## src/sv/tmkd_pkg.sv

```systemverilog
`timescale 1ns / 1ps
`default_nettype none
// ----------------------------------------------------------------------------
// tmkd_pkg: shared types and constants
// Holds the sequencer states, the register map and the fixed-point widths for
// the trimmed-mean Kalman distance conditioner.
// ----------------------------------------------------------------------------
package tmkd_pkg;

  // Fixed-point widths of the datapath.
  localparam int SUM_W  = 22;  // window sum
  localparam int SMP_W  = 16;  // raw sample
  localparam int EST_W  = 24;  // estimate, Q16.8
  localparam int COV_W  = 17;  // covariance, Q16
  localparam int PM_W   = 18;  // predicted covariance
  localparam int DEN_W  = 19;  // gain denominator
  localparam int GAIN_W = 17;  // gain, Q16, at most 1.0
  localparam int DVD_W  = 34;  // divider dividend and quotient
  localparam int MA_W   = 24;  // multiplier operand a
  localparam int MB_W   = 18;  // multiplier operand b
  localparam int MP_W   = MA_W + MB_W;
  localparam int CFG_W  = 17;  // widest register

  localparam logic [GAIN_W-1:0] ONE_Q16 = 17'd65536;

  // Register map.
  localparam logic [2:0] CFG_PROCESS_NOISE     = 3'd0;
  localparam logic [2:0] CFG_MEASUREMENT_NOISE = 3'd1;
  localparam logic [2:0] CFG_SCALE_CH0         = 3'd2;
  localparam logic [2:0] CFG_OFFSET_CH0        = 3'd3;
  localparam logic [2:0] CFG_SCALE_CH1         = 3'd4;
  localparam logic [2:0] CFG_OFFSET_CH1        = 3'd5;

  // Register reset values.
  localparam logic [15:0]        RST_PROCESS_NOISE     = 16'd590;
  localparam logic [15:0]        RST_MEASUREMENT_NOISE = 16'd11796;
  localparam logic [16:0]        RST_SCALE             = 17'd15303;
  localparam logic signed [15:0] RST_OFFSET            = -16'sd2487;

  // Sequencer states.
  typedef enum logic [3:0] {
    ST_IDLE,
    ST_MEAN_GO,
    ST_MEAN_WAIT,
    ST_GAIN_GO,
    ST_GAIN_WAIT,
    ST_CORR,
    ST_EST,
    ST_COV,
    ST_CAL,
    ST_FINISH
  } tmkd_state_t;

  // Divider control and status.
  typedef struct packed {
    logic start;
  } tmkd_div_ctl_t;

  typedef struct packed {
    logic busy;
    logic done;
  } tmkd_div_sts_t;

endpackage
`default_nettype wire

```

## src/sv/trimmed_mean_kalman_distance.sv

```systemverilog
`timescale 1ns / 1ps
`default_nettype none
// A plain sample is taken one per cycle while in_stall is low. A closing sample
// of a window of at least three samples stalls the input through the mean and
// gain divider runs of 34 quotient bits (no gain run with a zero denominator),
// the sequencer steps and any output stall.
// Reset: synchronous active-low rst_n restores registers, clears the windows,
// zeroes the estimates and sets each covariance to 1.0.
// ----------------------------------------------------------------------------
// trimmed_mean_kalman_distance: two-channel distance conditioner
// Accumulates windows, forms the trimmed mean, runs a scalar Kalman filter per
// channel and applies a gain and offset with 16-bit saturation.
// ----------------------------------------------------------------------------
module trimmed_mean_kalman_distance #(
  parameter int WINDOW_MAX = 64,
  parameter int CHANNELS   = 2
) (
  input  wire logic                          clk,
  input  wire logic                          rst_n,
  input  wire logic                          cfg_we,
  input  wire logic [2:0]                    cfg_index,
  input  wire logic [tmkd_pkg::CFG_W-1:0]    cfg_data,
  input  wire logic                          in_valid,
  output logic                               in_stall,
  input  wire logic                          in_channel,
  input  wire logic [15:0]                   in_sample,
  input  wire logic                          in_last_of_window,
  output logic                               out_valid,
  input  wire logic                          out_stall,
  output logic signed [15:0]                 out_distance,
  output logic                               out_result_channel,
  output logic                               out_saturated
);
  import tmkd_pkg::*;

  localparam int CNT_W = $clog2(WINDOW_MAX + 1);

  // Configuration registers.
  logic [15:0]        pn_r, mn_r;
  logic [16:0]        scale_r [2];
  logic signed [15:0] offset_r [2];

  // Window and filter state per channel.
  logic [SUM_W-1:0] wsum_r [2];
  logic [SMP_W-1:0] wmin_r [2];
  logic [SMP_W-1:0] wmax_r [2];
  logic [CNT_W-1:0] wcnt_r [2];
  logic [EST_W-1:0] est_r [2];
  logic [COV_W-1:0] cov_r [2];

  // Sequencer and working registers.
  tmkd_state_t      state_r, state_nxt;
  logic             ch_r;
  logic [SUM_W-1:0] num_r;
  logic [CNT_W-1:0] dvs_r;
  logic [EST_W-1:0] mean_r;
  logic [PM_W-1:0]  pm_r;
  logic [GAIN_W-1:0] gain_r;
  logic signed [15:0] res_dist_r;
  logic             res_sat_r;
  logic             out_valid_r;
  logic signed [15:0] out_dist_r;
  logic             out_ch_r;
  logic             out_sat_r;

  // Accept and new window values.
  logic             in_acc, ch_ok, do_acc;
  logic [SUM_W-1:0] nsum;
  logic [SMP_W-1:0] nmin, nmax;
  logic [CNT_W-1:0] ncnt;
  logic             close_ok;

  assign in_stall = (state_r != ST_IDLE);
  assign in_acc   = in_valid && !in_stall;
  assign ch_ok    = (CHANNELS > 1) || (in_channel == 1'b0);

  always_comb begin
    nsum   = wsum_r[in_channel];
    nmin   = wmin_r[in_channel];
    nmax   = wmax_r[in_channel];
    ncnt   = wcnt_r[in_channel];
    do_acc = (32'(wcnt_r[in_channel]) < WINDOW_MAX);
    if (do_acc) begin
      if (wcnt_r[in_channel] == '0) begin
        nmin = in_sample;
        nmax = in_sample;
      end else begin
        if (in_sample < nmin) nmin = in_sample;
        if (in_sample > nmax) nmax = in_sample;
      end
      nsum = SUM_W'(wsum_r[in_channel] + SUM_W'(in_sample));
      ncnt = wcnt_r[in_channel] + 1'b1;
    end
    close_ok = (32'(ncnt) >= 3);
  end

  // Divider and multiplier hookup.
  tmkd_div_ctl_t     div_ctl;
  tmkd_div_sts_t     div_sts;
  logic [DVD_W-1:0]  div_dvd, div_q;
  logic [DEN_W-1:0]  div_dvs;
  logic [DEN_W-1:0]  den;
  logic [MA_W-1:0]   mul_a;
  logic [MB_W-1:0]   mul_b;
  logic [MP_W-1:0]   mul_p;

  tmkd_div u_div (
    .clk      (clk),
    .rst_n    (rst_n),
    .ctl      (div_ctl),
    .dividend (div_dvd),
    .divisor  (div_dvs),
    .sts      (div_sts),
    .quotient (div_q)
  );

  tmkd_mul u_mul (
    .clk (clk),
    .a   (mul_a),
    .b   (mul_b),
    .p_r (mul_p)
  );

  assign den = DEN_W'(pm_r) + DEN_W'(mn_r);

  // Correction terms.
  logic [EST_W:0]    delta, ndelta;
  logic              neg;
  logic [EST_W-1:0]  mag, corr, est_new;
  logic [GAIN_W:0]   omg_w;
  logic [GAIN_W-1:0] omg;

  always_comb begin
    delta   = {1'b0, mean_r} - {1'b0, est_r[ch_r]};
    ndelta  = -delta;
    neg     = delta[EST_W];
    mag     = neg ? ndelta[EST_W-1:0] : delta[EST_W-1:0];
    corr    = mul_p[EST_W+15:16];
    est_new = neg ? (est_r[ch_r] - corr) : (est_r[ch_r] + corr);
    omg_w   = {1'b0, ONE_Q16} - {1'b0, gain_r};
    omg     = omg_w[GAIN_W-1:0];
  end

  // Calibration: value = scale * estimate + offset * 2^24, truncated to zero.
  logic signed [42:0] val;
  logic signed [18:0] whole;
  logic               adj;

  always_comb begin
    val   = $signed({2'b00, mul_p[40:0]})
          + $signed({{3{offset_r[ch_r][15]}}, offset_r[ch_r], 24'b0});
    adj   = val[42] && (val[23:0] != '0);
    whole = $signed(val[42:24]) + $signed({18'b0, adj});
  end

  // Next state.
  always_comb begin
    state_nxt = state_r;
    unique case (state_r)
      ST_IDLE: begin
        if (in_acc && ch_ok && in_last_of_window && close_ok) state_nxt = ST_MEAN_GO;
      end
      ST_MEAN_GO:   state_nxt = ST_MEAN_WAIT;
      ST_MEAN_WAIT: if (div_sts.done) state_nxt = ST_GAIN_GO;
      ST_GAIN_GO:   state_nxt = (den == '0) ? ST_CORR : ST_GAIN_WAIT;
      ST_GAIN_WAIT: if (div_sts.done) state_nxt = ST_CORR;
      ST_CORR:      state_nxt = ST_EST;
      ST_EST:       state_nxt = ST_COV;
      ST_COV:       state_nxt = ST_CAL;
      ST_CAL:       state_nxt = ST_FINISH;
      ST_FINISH:    if (!out_valid_r || !out_stall) state_nxt = ST_IDLE;
      default:      state_nxt = ST_IDLE;
    endcase
  end

  // Unit controls per state.
  always_comb begin
    div_ctl.start = 1'b0;
    div_dvd       = '0;
    div_dvs       = '0;
    mul_a         = '0;
    mul_b         = '0;
    unique case (state_r)
      ST_MEAN_GO: begin
        div_ctl.start = 1'b1;
        div_dvd       = DVD_W'({num_r, 8'b0});
        div_dvs       = DEN_W'(dvs_r);
      end
      ST_GAIN_GO: begin
        div_ctl.start = (den != '0);
        div_dvd       = {pm_r, 16'b0};
        div_dvs       = den;
      end
      ST_CORR: begin
        mul_a = mag;
        mul_b = MB_W'(gain_r);
      end
      ST_EST: begin
        mul_a = MA_W'(omg);
        mul_b = pm_r;
      end
      ST_COV: begin
        mul_a = est_r[ch_r];
        mul_b = MB_W'(scale_r[ch_r]);
      end
      default: begin
        mul_a = '0;
      end
    endcase
  end

  // Sequencer state and the per-channel window and filter state.
  always_ff @(posedge clk) begin
    if (!rst_n) begin
      state_r <= ST_IDLE;
      for (int i = 0; i < 2; i++) begin
        wsum_r[i] <= '0;
        wmin_r[i] <= '0;
        wmax_r[i] <= '0;
        wcnt_r[i] <= '0;
        est_r[i]  <= '0;
        cov_r[i]  <= ONE_Q16;
      end
    end else begin
      state_r <= state_nxt;
      if (in_acc && ch_ok) begin
        if (in_last_of_window) begin
          wsum_r[in_channel] <= '0;
          wmin_r[in_channel] <= '0;
          wmax_r[in_channel] <= '0;
          wcnt_r[in_channel] <= '0;
        end else begin
          wsum_r[in_channel] <= nsum;
          wmin_r[in_channel] <= nmin;
          wmax_r[in_channel] <= nmax;
          wcnt_r[in_channel] <= ncnt;
        end
      end
      if (state_r == ST_EST) est_r[ch_r] <= est_new;
      if (state_r == ST_COV) cov_r[ch_r] <= mul_p[COV_W+15:16];
    end
  end

  // Working registers of one window close.
  always_ff @(posedge clk) begin
    if (in_acc) begin
      ch_r  <= in_channel;
      num_r <= SUM_W'(nsum - SUM_W'(nmax) - SUM_W'(nmin));
      dvs_r <= ncnt - CNT_W'(2);
    end
    if (state_r == ST_MEAN_GO) pm_r <= PM_W'(cov_r[ch_r]) + PM_W'(pn_r);
    if (state_r == ST_MEAN_WAIT && div_sts.done) mean_r <= div_q[EST_W-1:0];
    if (state_r == ST_GAIN_GO && den == '0) gain_r <= ONE_Q16;
    if (state_r == ST_GAIN_WAIT && div_sts.done) gain_r <= div_q[GAIN_W-1:0];
    if (state_r == ST_CAL) begin
      if (whole > 19'sd32767) begin
        res_dist_r <= 16'sh7fff;
        res_sat_r  <= 1'b1;
      end else if (whole < -19'sd32768) begin
        res_dist_r <= -16'sh8000;
        res_sat_r  <= 1'b1;
      end else begin
        res_dist_r <= whole[15:0];
        res_sat_r  <= 1'b0;
      end
    end
  end

  // Output register.
  always_ff @(posedge clk) begin
    if (!rst_n) begin
      out_valid_r <= 1'b0;
    end else if (state_r == ST_FINISH && (!out_valid_r || !out_stall)) begin
      out_valid_r <= 1'b1;
    end else if (!out_stall) begin
      out_valid_r <= 1'b0;
    end
  end

  always_ff @(posedge clk) begin
    if (state_r == ST_FINISH && (!out_valid_r || !out_stall)) begin
      out_dist_r <= res_dist_r;
      out_ch_r   <= ch_r;
      out_sat_r  <= res_sat_r;
    end
  end

  assign out_valid          = out_valid_r;
  assign out_distance       = out_dist_r;
  assign out_result_channel = out_ch_r;
  assign out_saturated      = out_sat_r;

  // Configuration writes.
  always_ff @(posedge clk) begin
    if (!rst_n) begin
      pn_r <= RST_PROCESS_NOISE;
      mn_r <= RST_MEASUREMENT_NOISE;
      for (int i = 0; i < 2; i++) begin
        scale_r[i]  <= RST_SCALE;
        offset_r[i] <= RST_OFFSET;
      end
    end else if (cfg_we) begin
      unique case (cfg_index)
        CFG_PROCESS_NOISE:     pn_r        <= cfg_data[15:0];
        CFG_MEASUREMENT_NOISE: mn_r        <= cfg_data[15:0];
        CFG_SCALE_CH0:         scale_r[0]  <= cfg_data[16:0];
        CFG_OFFSET_CH0:        offset_r[0] <= cfg_data[15:0];
        CFG_SCALE_CH1:         scale_r[1]  <= cfg_data[16:0];
        CFG_OFFSET_CH1:        offset_r[1] <= cfg_data[15:0];
        default:               pn_r        <= pn_r;
      endcase
    end
  end

  // A new result is loaded only at the end of a window close.
  a_out_from_finish: assert property (@(posedge clk) disable iff (!rst_n)
    $rose(out_valid_r) |-> $past(state_r) == ST_FINISH)
    else $error("result appeared outside the finish step");
  a_gain_bound: assert property (@(posedge clk) disable iff (!rst_n)
    state_r == ST_CORR |-> gain_r <= ONE_Q16)
    else $error("gain above 1.0");
  a_div_in_wait: assert property (@(posedge clk) disable iff (!rst_n)
    div_sts.done |-> (state_r == ST_MEAN_WAIT || state_r == ST_GAIN_WAIT))
    else $error("divider finished outside a wait step");
  a_est_hold: assert property (@(posedge clk) disable iff (!rst_n)
    state_r != ST_EST |=> $stable(est_r[0]) && $stable(est_r[1]))
    else $error("estimate changed outside its update step");

endmodule
`default_nettype wire

```

## src/sv/tmkd_div.sv

```systemverilog
`timescale 1ns / 1ps
`default_nettype none
// ----------------------------------------------------------------------------
// tmkd_div: iterative unsigned divider
// Restoring division, one quotient bit per cycle, shared by the window mean
// and the Kalman gain.
// ----------------------------------------------------------------------------
module tmkd_div (
  input  wire logic                          clk,
  input  wire logic                          rst_n,
  input  wire tmkd_pkg::tmkd_div_ctl_t       ctl,
  input  wire logic [tmkd_pkg::DVD_W-1:0]    dividend,
  input  wire logic [tmkd_pkg::DEN_W-1:0]    divisor,
  output tmkd_pkg::tmkd_div_sts_t            sts,
  output logic [tmkd_pkg::DVD_W-1:0]         quotient
);
  import tmkd_pkg::*;

  localparam int CNT_W = $clog2(DVD_W + 1);

  logic [DVD_W-1:0] q_r, q_nxt;
  logic [DEN_W-1:0] rem_r, rem_nxt;
  logic [DEN_W-1:0] dvs_r;
  logic [CNT_W-1:0] cnt_r, cnt_nxt;
  logic             busy_r, busy_nxt;
  logic             done_r, done_nxt;
  logic [DEN_W:0]   trial;

  // Load on start; otherwise one restoring step: shift in the next dividend bit and try a subtract.
  always_comb begin
    trial    = {rem_r, q_r[DVD_W-1]};
    q_nxt    = q_r;
    rem_nxt  = rem_r;
    cnt_nxt  = cnt_r;
    busy_nxt = busy_r;
    done_nxt = 1'b0;
    if (ctl.start) begin
      q_nxt    = dividend;
      rem_nxt  = '0;
      cnt_nxt  = CNT_W'(DVD_W);
      busy_nxt = 1'b1;
    end else if (busy_r) begin
      if (trial >= {1'b0, dvs_r}) begin
        rem_nxt = DEN_W'(trial - {1'b0, dvs_r});
        q_nxt   = {q_r[DVD_W-2:0], 1'b1};
      end else begin
        rem_nxt = trial[DEN_W-1:0];
        q_nxt   = {q_r[DVD_W-2:0], 1'b0};
      end
      cnt_nxt = cnt_r - 1'b1;
      if (cnt_r == CNT_W'(1)) begin
        busy_nxt = 1'b0;
        done_nxt = 1'b1;
      end
    end
  end

  // Control state.
  always_ff @(posedge clk) begin
    if (!rst_n) begin
      busy_r <= 1'b0;
      done_r <= 1'b0;
      cnt_r  <= '0;
    end else begin
      busy_r <= busy_nxt;
      done_r <= done_nxt;
      cnt_r  <= cnt_nxt;
    end
  end

  // Working registers.
  always_ff @(posedge clk) begin
    q_r   <= q_nxt;
    rem_r <= rem_nxt;
    if (ctl.start) begin
      dvs_r <= divisor;
    end
  end

  assign sts.busy = busy_r;
  assign sts.done = done_r;
  assign quotient = q_r;

  // A result only follows a run of the divider.
  a_done_after_busy: assert property (@(posedge clk) disable iff (!rst_n)
    done_r |-> $past(busy_r)) else $error("divider done without a run");
  a_no_start_busy: assert property (@(posedge clk) disable iff (!rst_n)
    ctl.start |-> !busy_r) else $error("divider started while busy");
  a_count_bound: assert property (@(posedge clk) disable iff (!rst_n)
    busy_r |-> (cnt_r != '0)) else $error("divider count ran out while busy");

endmodule
`default_nettype wire

```

## src/sv/tmkd_mul.sv

```systemverilog
`timescale 1ns / 1ps
`default_nettype none
// ----------------------------------------------------------------------------
// tmkd_mul: shared multiplier
// Unsigned 24 x 18 multiply with a registered product; the sequencer uses it
// for the correction, the covariance update and the calibration gain.
// ----------------------------------------------------------------------------
module tmkd_mul (
  input  wire logic                       clk,
  input  wire logic [tmkd_pkg::MA_W-1:0]  a,
  input  wire logic [tmkd_pkg::MB_W-1:0]  b,
  output logic [tmkd_pkg::MP_W-1:0]       p_r
);
  import tmkd_pkg::*;

  // Product register.
  always_ff @(posedge clk) begin
    p_r <= MP_W'(a) * MP_W'(b);
  end

endmodule
`default_nettype wire

```

## config.mk

```make
export PLATFORM = sky130hd
export DESIGN_NAME = trimmed_mean_kalman_distance
export DESIGN_NICKNAME = d
export VERILOG_FILES = /design/src/sv/tmkd_pkg.sv /design/src/sv/trimmed_mean_kalman_distance.sv /design/src/sv/tmkd_div.sv /design/src/sv/tmkd_mul.sv
export SDC_FILE = /design/constraint.sdc
export NUM_CORES = 2
export LEC_CHECK = 0
export BUFFER_PORTS_ARGS = -buffer_cell sky130_fd_sc_hd__clkbuf_2
export CORE_UTILIZATION = 40
export CTS_CLUSTER_SIZE = 10
export DETAILED_ROUTE_END_ITERATION = 8
export HOLD_SLACK_MARGIN = 0.02
export PLACE_DENSITY_LB_ADDON = 0.2
export SLEW_MARGIN = 20
export SYNTH_ARGS = -nofsm -noshare
export SYNTH_HDL_FRONTEND = slang
export SYNTH_SLANG_ARGS = --single-unit
```

## constraint.sdc

```tcl
create_clock -name clk -period 14.4 [get_ports clk]
set_clock_uncertainty 0.15 [all_clocks]
set_input_delay 1.44 -clock clk [delete_from_list [all_inputs] [get_ports clk]]
set_output_delay 1.44 -clock clk [all_outputs]
set_load 0.1 [all_outputs]
```

# [After elaboration in Yosys (flattened, before gate mapping)]
# Memories as Yosys holds them, arrays and structs flattened. A register that Yosys moved wholly into a read port is not among the register bits.
# Cells that the tools add are included.
[totals] register_bits=282 ram_bits=270 out_inout_bits=20 wordCells=215 memories=8
[classes] add_sub_neg=16 multipliers=1 order_cmp=7 eq_ne=20 muxes=98 bitwise_logic=10 n_reduce_logical=32
[memory_table] memory="est_r" depth=2 word_bits=24 rd=1 rd_ports_with_merged_regs=1 wr=2 line="trimmed_mean_kalman_distance.sv:48" text="logic [EST_W-1:0] est_r [2];"
[memory_table] memory="wsum_r" depth=2 word_bits=22 rd=1 rd_ports_with_merged_regs=0 wr=2 line="trimmed_mean_kalman_distance.sv:44" text="logic [SUM_W-1:0] wsum_r [2];"
[memory_table] memory="cov_r" depth=2 word_bits=17 rd=1 rd_ports_with_merged_regs=1 wr=2 line="trimmed_mean_kalman_distance.sv:49" text="logic [COV_W-1:0] cov_r [2];"
[memory_table] memory="scale_r" depth=2 word_bits=17 rd=1 rd_ports_with_merged_regs=1 wr=2 line="trimmed_mean_kalman_distance.sv:40" text="logic [16:0] scale_r [2];"
[memory_table] memory="offset_r" depth=2 word_bits=16 rd=1 rd_ports_with_merged_regs=1 wr=2 line="trimmed_mean_kalman_distance.sv:41" text="logic signed [15:0] offset_r [2];"
[memory_table] memory="wmax_r" depth=2 word_bits=16 rd=1 rd_ports_with_merged_regs=0 wr=2 line="trimmed_mean_kalman_distance.sv:46" text="logic [SMP_W-1:0] wmax_r [2];"
[memory_table] memory="2 more memories"
[ops] op="$mux 16" n=13
[ops] op="$mux 17" n=5
[ops] op="$mux 24" n=3
[ops] op="$pmux 24 s3" n=1
[ops] op="$mux 34" n=2
[ops] op="$pmux 34 s2" n=1
[ops] op="$mux 22" n=3
[ops] op="$mux 1" n=56
[ops] op="$pmux 18 s3" n=1
[ops] op="$sub 22x16->22" n=2
[ops] op="$add 42x40->43" n=1
[ops] op="$mul 24x18->41" n=1
[ops] op="$pmux 4 s10" n=1
[ops] op="$pmux 19 s2" n=1
[ops] op="$reduce_or 16->1" n=2
[ops] op="$sub 24x24->25" n=1
[ops] op="$add 24x24->24" n=1
[ops] op="$neg 24->24" n=1
[ops] op="$reduce_bool 24->1" n=1
[ops] op="$reduce_or 24->1" n=1
[ops] op="$sub 24x24->24" n=1
[ops] op="$add 22x16->22" n=1
[ops] op="$reduce_or 22->1" n=1
[ops] op="$mux 7" n=3
[ops] op="other kinds (47)" n=80

# [Depth between registers and ports, before layout]
[logic_depth] word_depth=9 mapped_depth=42

# [Modules after synthesis]
# Synthesis repeated with hierarchy kept, for this count alone.
[hier_totals] cells_unflattened=4676 hier_area_um2=46611.0
[by_module_without_submodules] module="trimmed_mean_kalman_distance" instances=1 cells_per_inst=2622 area_per_inst_um2=27581.5
[by_module_without_submodules] module="tmkd_mul" instances=1 cells_per_inst=1666 area_per_inst_um2=14736.6
[by_module_without_submodules] module="tmkd_div" instances=1 cells_per_inst=388 area_per_inst_um2=4292.9

# [Least setup slack after synthesis]
# OpenSTA, ideal clock, no wires.
[synth_path] kind="reg2reg" startpoint="register with a tool-made name" endpoint="register u_mul.p_r[40] in the netlist's numbering" setup_ns=0.127 arrival_ns=9.633 required_time_ns=14.123 setup_slack_ns=4.490 stages_incl_launch_ff=40 n_path_buf=4 period_less_slack_ns=9.910 path_cell_list="dfxtp_1 -> clkbuf_1 -> clkbuf_1 -> mux2i_1 -> inv_1 -> ha_1 -> inv_1 -> fa_1 -> a211oi_2 -> o211ai_2 -> a21oi_1 -> o21ai_1 -> a21oi_1 -> a21o_1 -> buf_2 -> o31ai_1 -> xor2_1 -> o21ai_1 -> [... 4 more ...] -> fa_1 -> inv_1 -> fa_1 -> fa_1 -> fa_1 -> inv_1 -> fa_1 -> ha_1 -> a21o_1 -> a21o_1 -> a2111oi_0 -> nand3_1 -> a311oi_1 -> nor2_1 -> nor4_1 -> nor2_1 -> a221oi_1 -> xnor2_1"
[synth_lines] item="end signal, assigned" line="tmkd_mul.sv:18" text="p_r <= MP_W'(a) * MP_W'(b);"
[synth_lines] item="end, declared" line="tmkd_mul.sv:12" text="output logic [tmkd_pkg::MP_W-1:0] p_r"

==> results.ini <==
[outcome]
status = complete, but fails checks
failed_checks = design-rule violations

[power]
p_seq_share_pct = 39.1
power_density_nw_per_um2 = 101
clkPwrFrac_pct = 31.3
swShare_pct = 32.7
leakage_nw = 21.9
ir_worst_vdd_mv = 0.0950
total_power_mw = 5.14
combPwrFrac_pct = 29.6
p_int_mw = 3.46
p_sw_mw = 1.68

[synthesis]
synth_ff_type = edfxtp_1
ys_types = 100
synthArstFlopShare_pct = 0
synthXorXnorAreaFrac_pct = 4.60
yosys_warnings = 0
ys_seq_area_share_pct = 33.5
synth_cells = 4770
synthAdderAreaFrac_pct = 24.3
syn_area_sq_um = 46400
synth_top_cell_area_share_pct = 28.9
yosys-top-cells-count = inv_1 (616), nor2_1 (493), edfxtp_1 (447)
synth_compound_area_share_pct = 11.8
synthMostInstantiatedCell = inv_1
synth_area_leader_cell = edfxtp_1
synth_area_leaders = edfxtp_1 (29%), fa_1 (16%), ha_1 (8.2%), inv_1 (5.0%), dfxtp_1 (4.6%)
synthSimpleGateAreaFrac_pct = 15.0
synth_edf_count = 447
synth.area.mux_share_pct = 4.30
ys_seq_elements = 553
syn_area_per_cell_sq_um = 9.74
synth_top_family_by_area = adder cells

[floorplanning]
die_area_sq_um = 117000
fp.dieH_um = 343
floorplan.initialDensity_pct = 40.5
coreArea_sq_um = 115000
chipWidth_um = 343
io_pins = 63
rows = 124

[global_routing]
grt_max_degree = 62
grt-ovfl-total = 0
grt_usage_pct = 23.4
grt_first_pass_wirelength_um = 209000
antenna_found_initial = 3
grt_pass1_vias = 34294

[place]
placed_cell_area_sq_um = 48700
dp_hpwl_um = 104000
gp_congestion = 0.950
io_buffers = 62

[critical_path]
reg2reg_slack_ns = 3.50
cp_common_cell = fa_1
critPathMaxStageDelay_ns = 0.85
cp-end-kind = flop
crit_type = reg -> reg
cp-start-kind = flop
worstPathRequired_ns = 14.77
crit_fanout = 39
crit_path_top_delay_cell = o21ai_1
crit_arrival_ns = 11.26

[routing]
vias_per_cell = 5.48
wl_per_cell_um = 21.5
drc = 10
drt_iter0_markers = 2606
drtAntennaViolNets = 0
vias = 34887
wirelength_um = 137000
dr.pass1.iters = 9

[timing]
slew_headroom_pct = 25.0
finalSetupViolCount = 0
maxSlewViolCount = 0
min_period_ns = 10.90
rsz0062_at_grt = no
fin_crit_sh_pct = 75.7
tightest_slew_ns = 1.12
finalHoldViolCount = 0
fmax_mhz = 91.8
setup-tns-final_ns = 0

[cts]
cts_resized = 0
clock_latency_ns = 0.63
cts_buffer_depth = 3
post_cts_buffers = 0
cts-htree-levels = 3
root_buffer = clkbuf_16
cts_hold_buf = 0
numCtsBuffers = 69
cts_tree = done
cts.clk_slew.worst_paths_ns = 0.06
cts.sinks = 553

[cells_and_area]
nFillCells = 11105
area_growth_pct = 9.26
multi_input_area_sq_um = 28000
seq_area_sq_um = 15500
drive_gt1_share_pct = 7.97
design_area_sq_um = 50700
finish.utilization_pct = 44.3
nets = 5531

[job]
cap_violations = 0

[hold_path]
min_path_type = reg -> reg

[cell usage in the layout, fill, tap and decap left out, types with 19 or more instances in the layout]
master and count:
o21a_1 64, dfxtp_1 105, o21bai_1 21, and3_1 35, nand2_1 412, nor2b_1 37, o21ai_0 137, buf_4 84
nor2_1 491, nand3_1 58, fa_1 374, a31oi_1 21, o211ai_1 19, edfxtp_1 447, xnor2_1 144, inv_1 616
nand2b_1 44, a211oi_1 37, xor2_1 99, o21ai_1 35, ha_1 304, a21oi_1 203, nor4_1 20, mux2i_1 94
a22oi_1 21, a21o_1 63, nor3_1 120, nand4_1 31, and2_1 113, clkbuf_16 69, or3_1 51, clkbuf_2 61
clkbuf_1 32, a21boi_0 28, mux2_2 89
[worst max-delay path: cells and delay by family, from the launching register on]
family	cells	cell delay, ns
adder cells (fa/ha/maj)	9	4.04
multiplexers	1	0.13
buffers and inverters	5	0.77
AO/OA/AOI/OAI	13	3.89
flip-flops	1	0.61
AND/OR/NAND/NOR	5	0.83
XOR/XNOR	2	0.33
[flip-flops by register name, indices dropped and copies added, names as in the netlist, 17 cells and up, named ones only]
signal and count:
cov_r 34, est_r 48, gain_r 17, mean_r 24, num_r 22, offset_r 32, pm_r 18, scale_r 34
u_div.dvs_r 19, u_div.quotient 34, u_div.rem_r 19, u_mul.p_r 41, wmax_r 32, wmin_r 32, wsum_r 44
[through the flow]
step           hold slack (ns)  setup WS [ns]  std cells
2_1_floorplan            0.250           4.49       4774
6_report                 0.263           3.50       6372
3_5_place_dp             0.255           3.52       6251
4_1_cts                  0.263           3.52       6370
5_1_grt                  0.268           2.76       6370
3_3_place_gp             0.252           3.76       6251
[routing by layer]
layer | track usage, % | vias up | share of wire [%]
li1 | - | 16348 | -
met1 | 32.6 | 17109 | 44
met2 | 36.7 | 1201 | 45
met3 | 3.81 | 227 | 7.3
met4 | 8.37 | 2 | 3.7
met5 | 0 | - | 0.0095
[power by group through the flow]
stage | registers, mW | clock network [mW] | logic (mW)
2_1_floorplan | 2.00 | 0 | 1.17
3_3_place_gp | 2.04 | 0 | 1.51
3_5_place_dp | 2.04 | 0 | 1.51
4_1_cts | 2.01 | 1.64 | 1.52
5_1_grt | 2.02 | 1.70 | 1.71
6_report | 2.01 | 1.61 | 1.52
[final cells by class]
cell class                      instances  share of cell area [%]
Clock inverter                         16                   0.330
Multi-Input combinational cell       3425                    55.2
Clock buffer                          103                    3.69
Tap cell                             1512                    3.73
Antenna cell                            2                 0.00986
Sequential cell                       553                    30.6
Inverter                              616                    4.56
Timing Repair Buffer                  145                    1.84
[cells by family (layout without fill, tap and decap cells)]
kind of cell,Yosys count,after routing
buffers and inverters,796,880
and+or+nand+nor,1486,1486
DFF,553,553
muxes,187,187
AOI/OAI and AO/OA,824,824
other,2,8
xor gates and xnor gates,244,244
adders and majority gates,678,678
[worst paths after layout]
check,start,endpoint,cells past startpoint
worst max-delay path,flop,u_mul.p_r[38]$_DFF_P_,35
worst min-delay path,res_dist_r[4]$_SDFFCE_PN1P_,out_distance[4]$_DFFE_PP_,0
worst min register to register,res_dist_r[4]$_SDFFCE_PN1P_,out_distance[4]$_DFFE_PP_,0
worst max register to register,flop,u_mul.p_r[38]$_DFF_P_,35
Note: power is estimated with default switching activity, not from simulation.
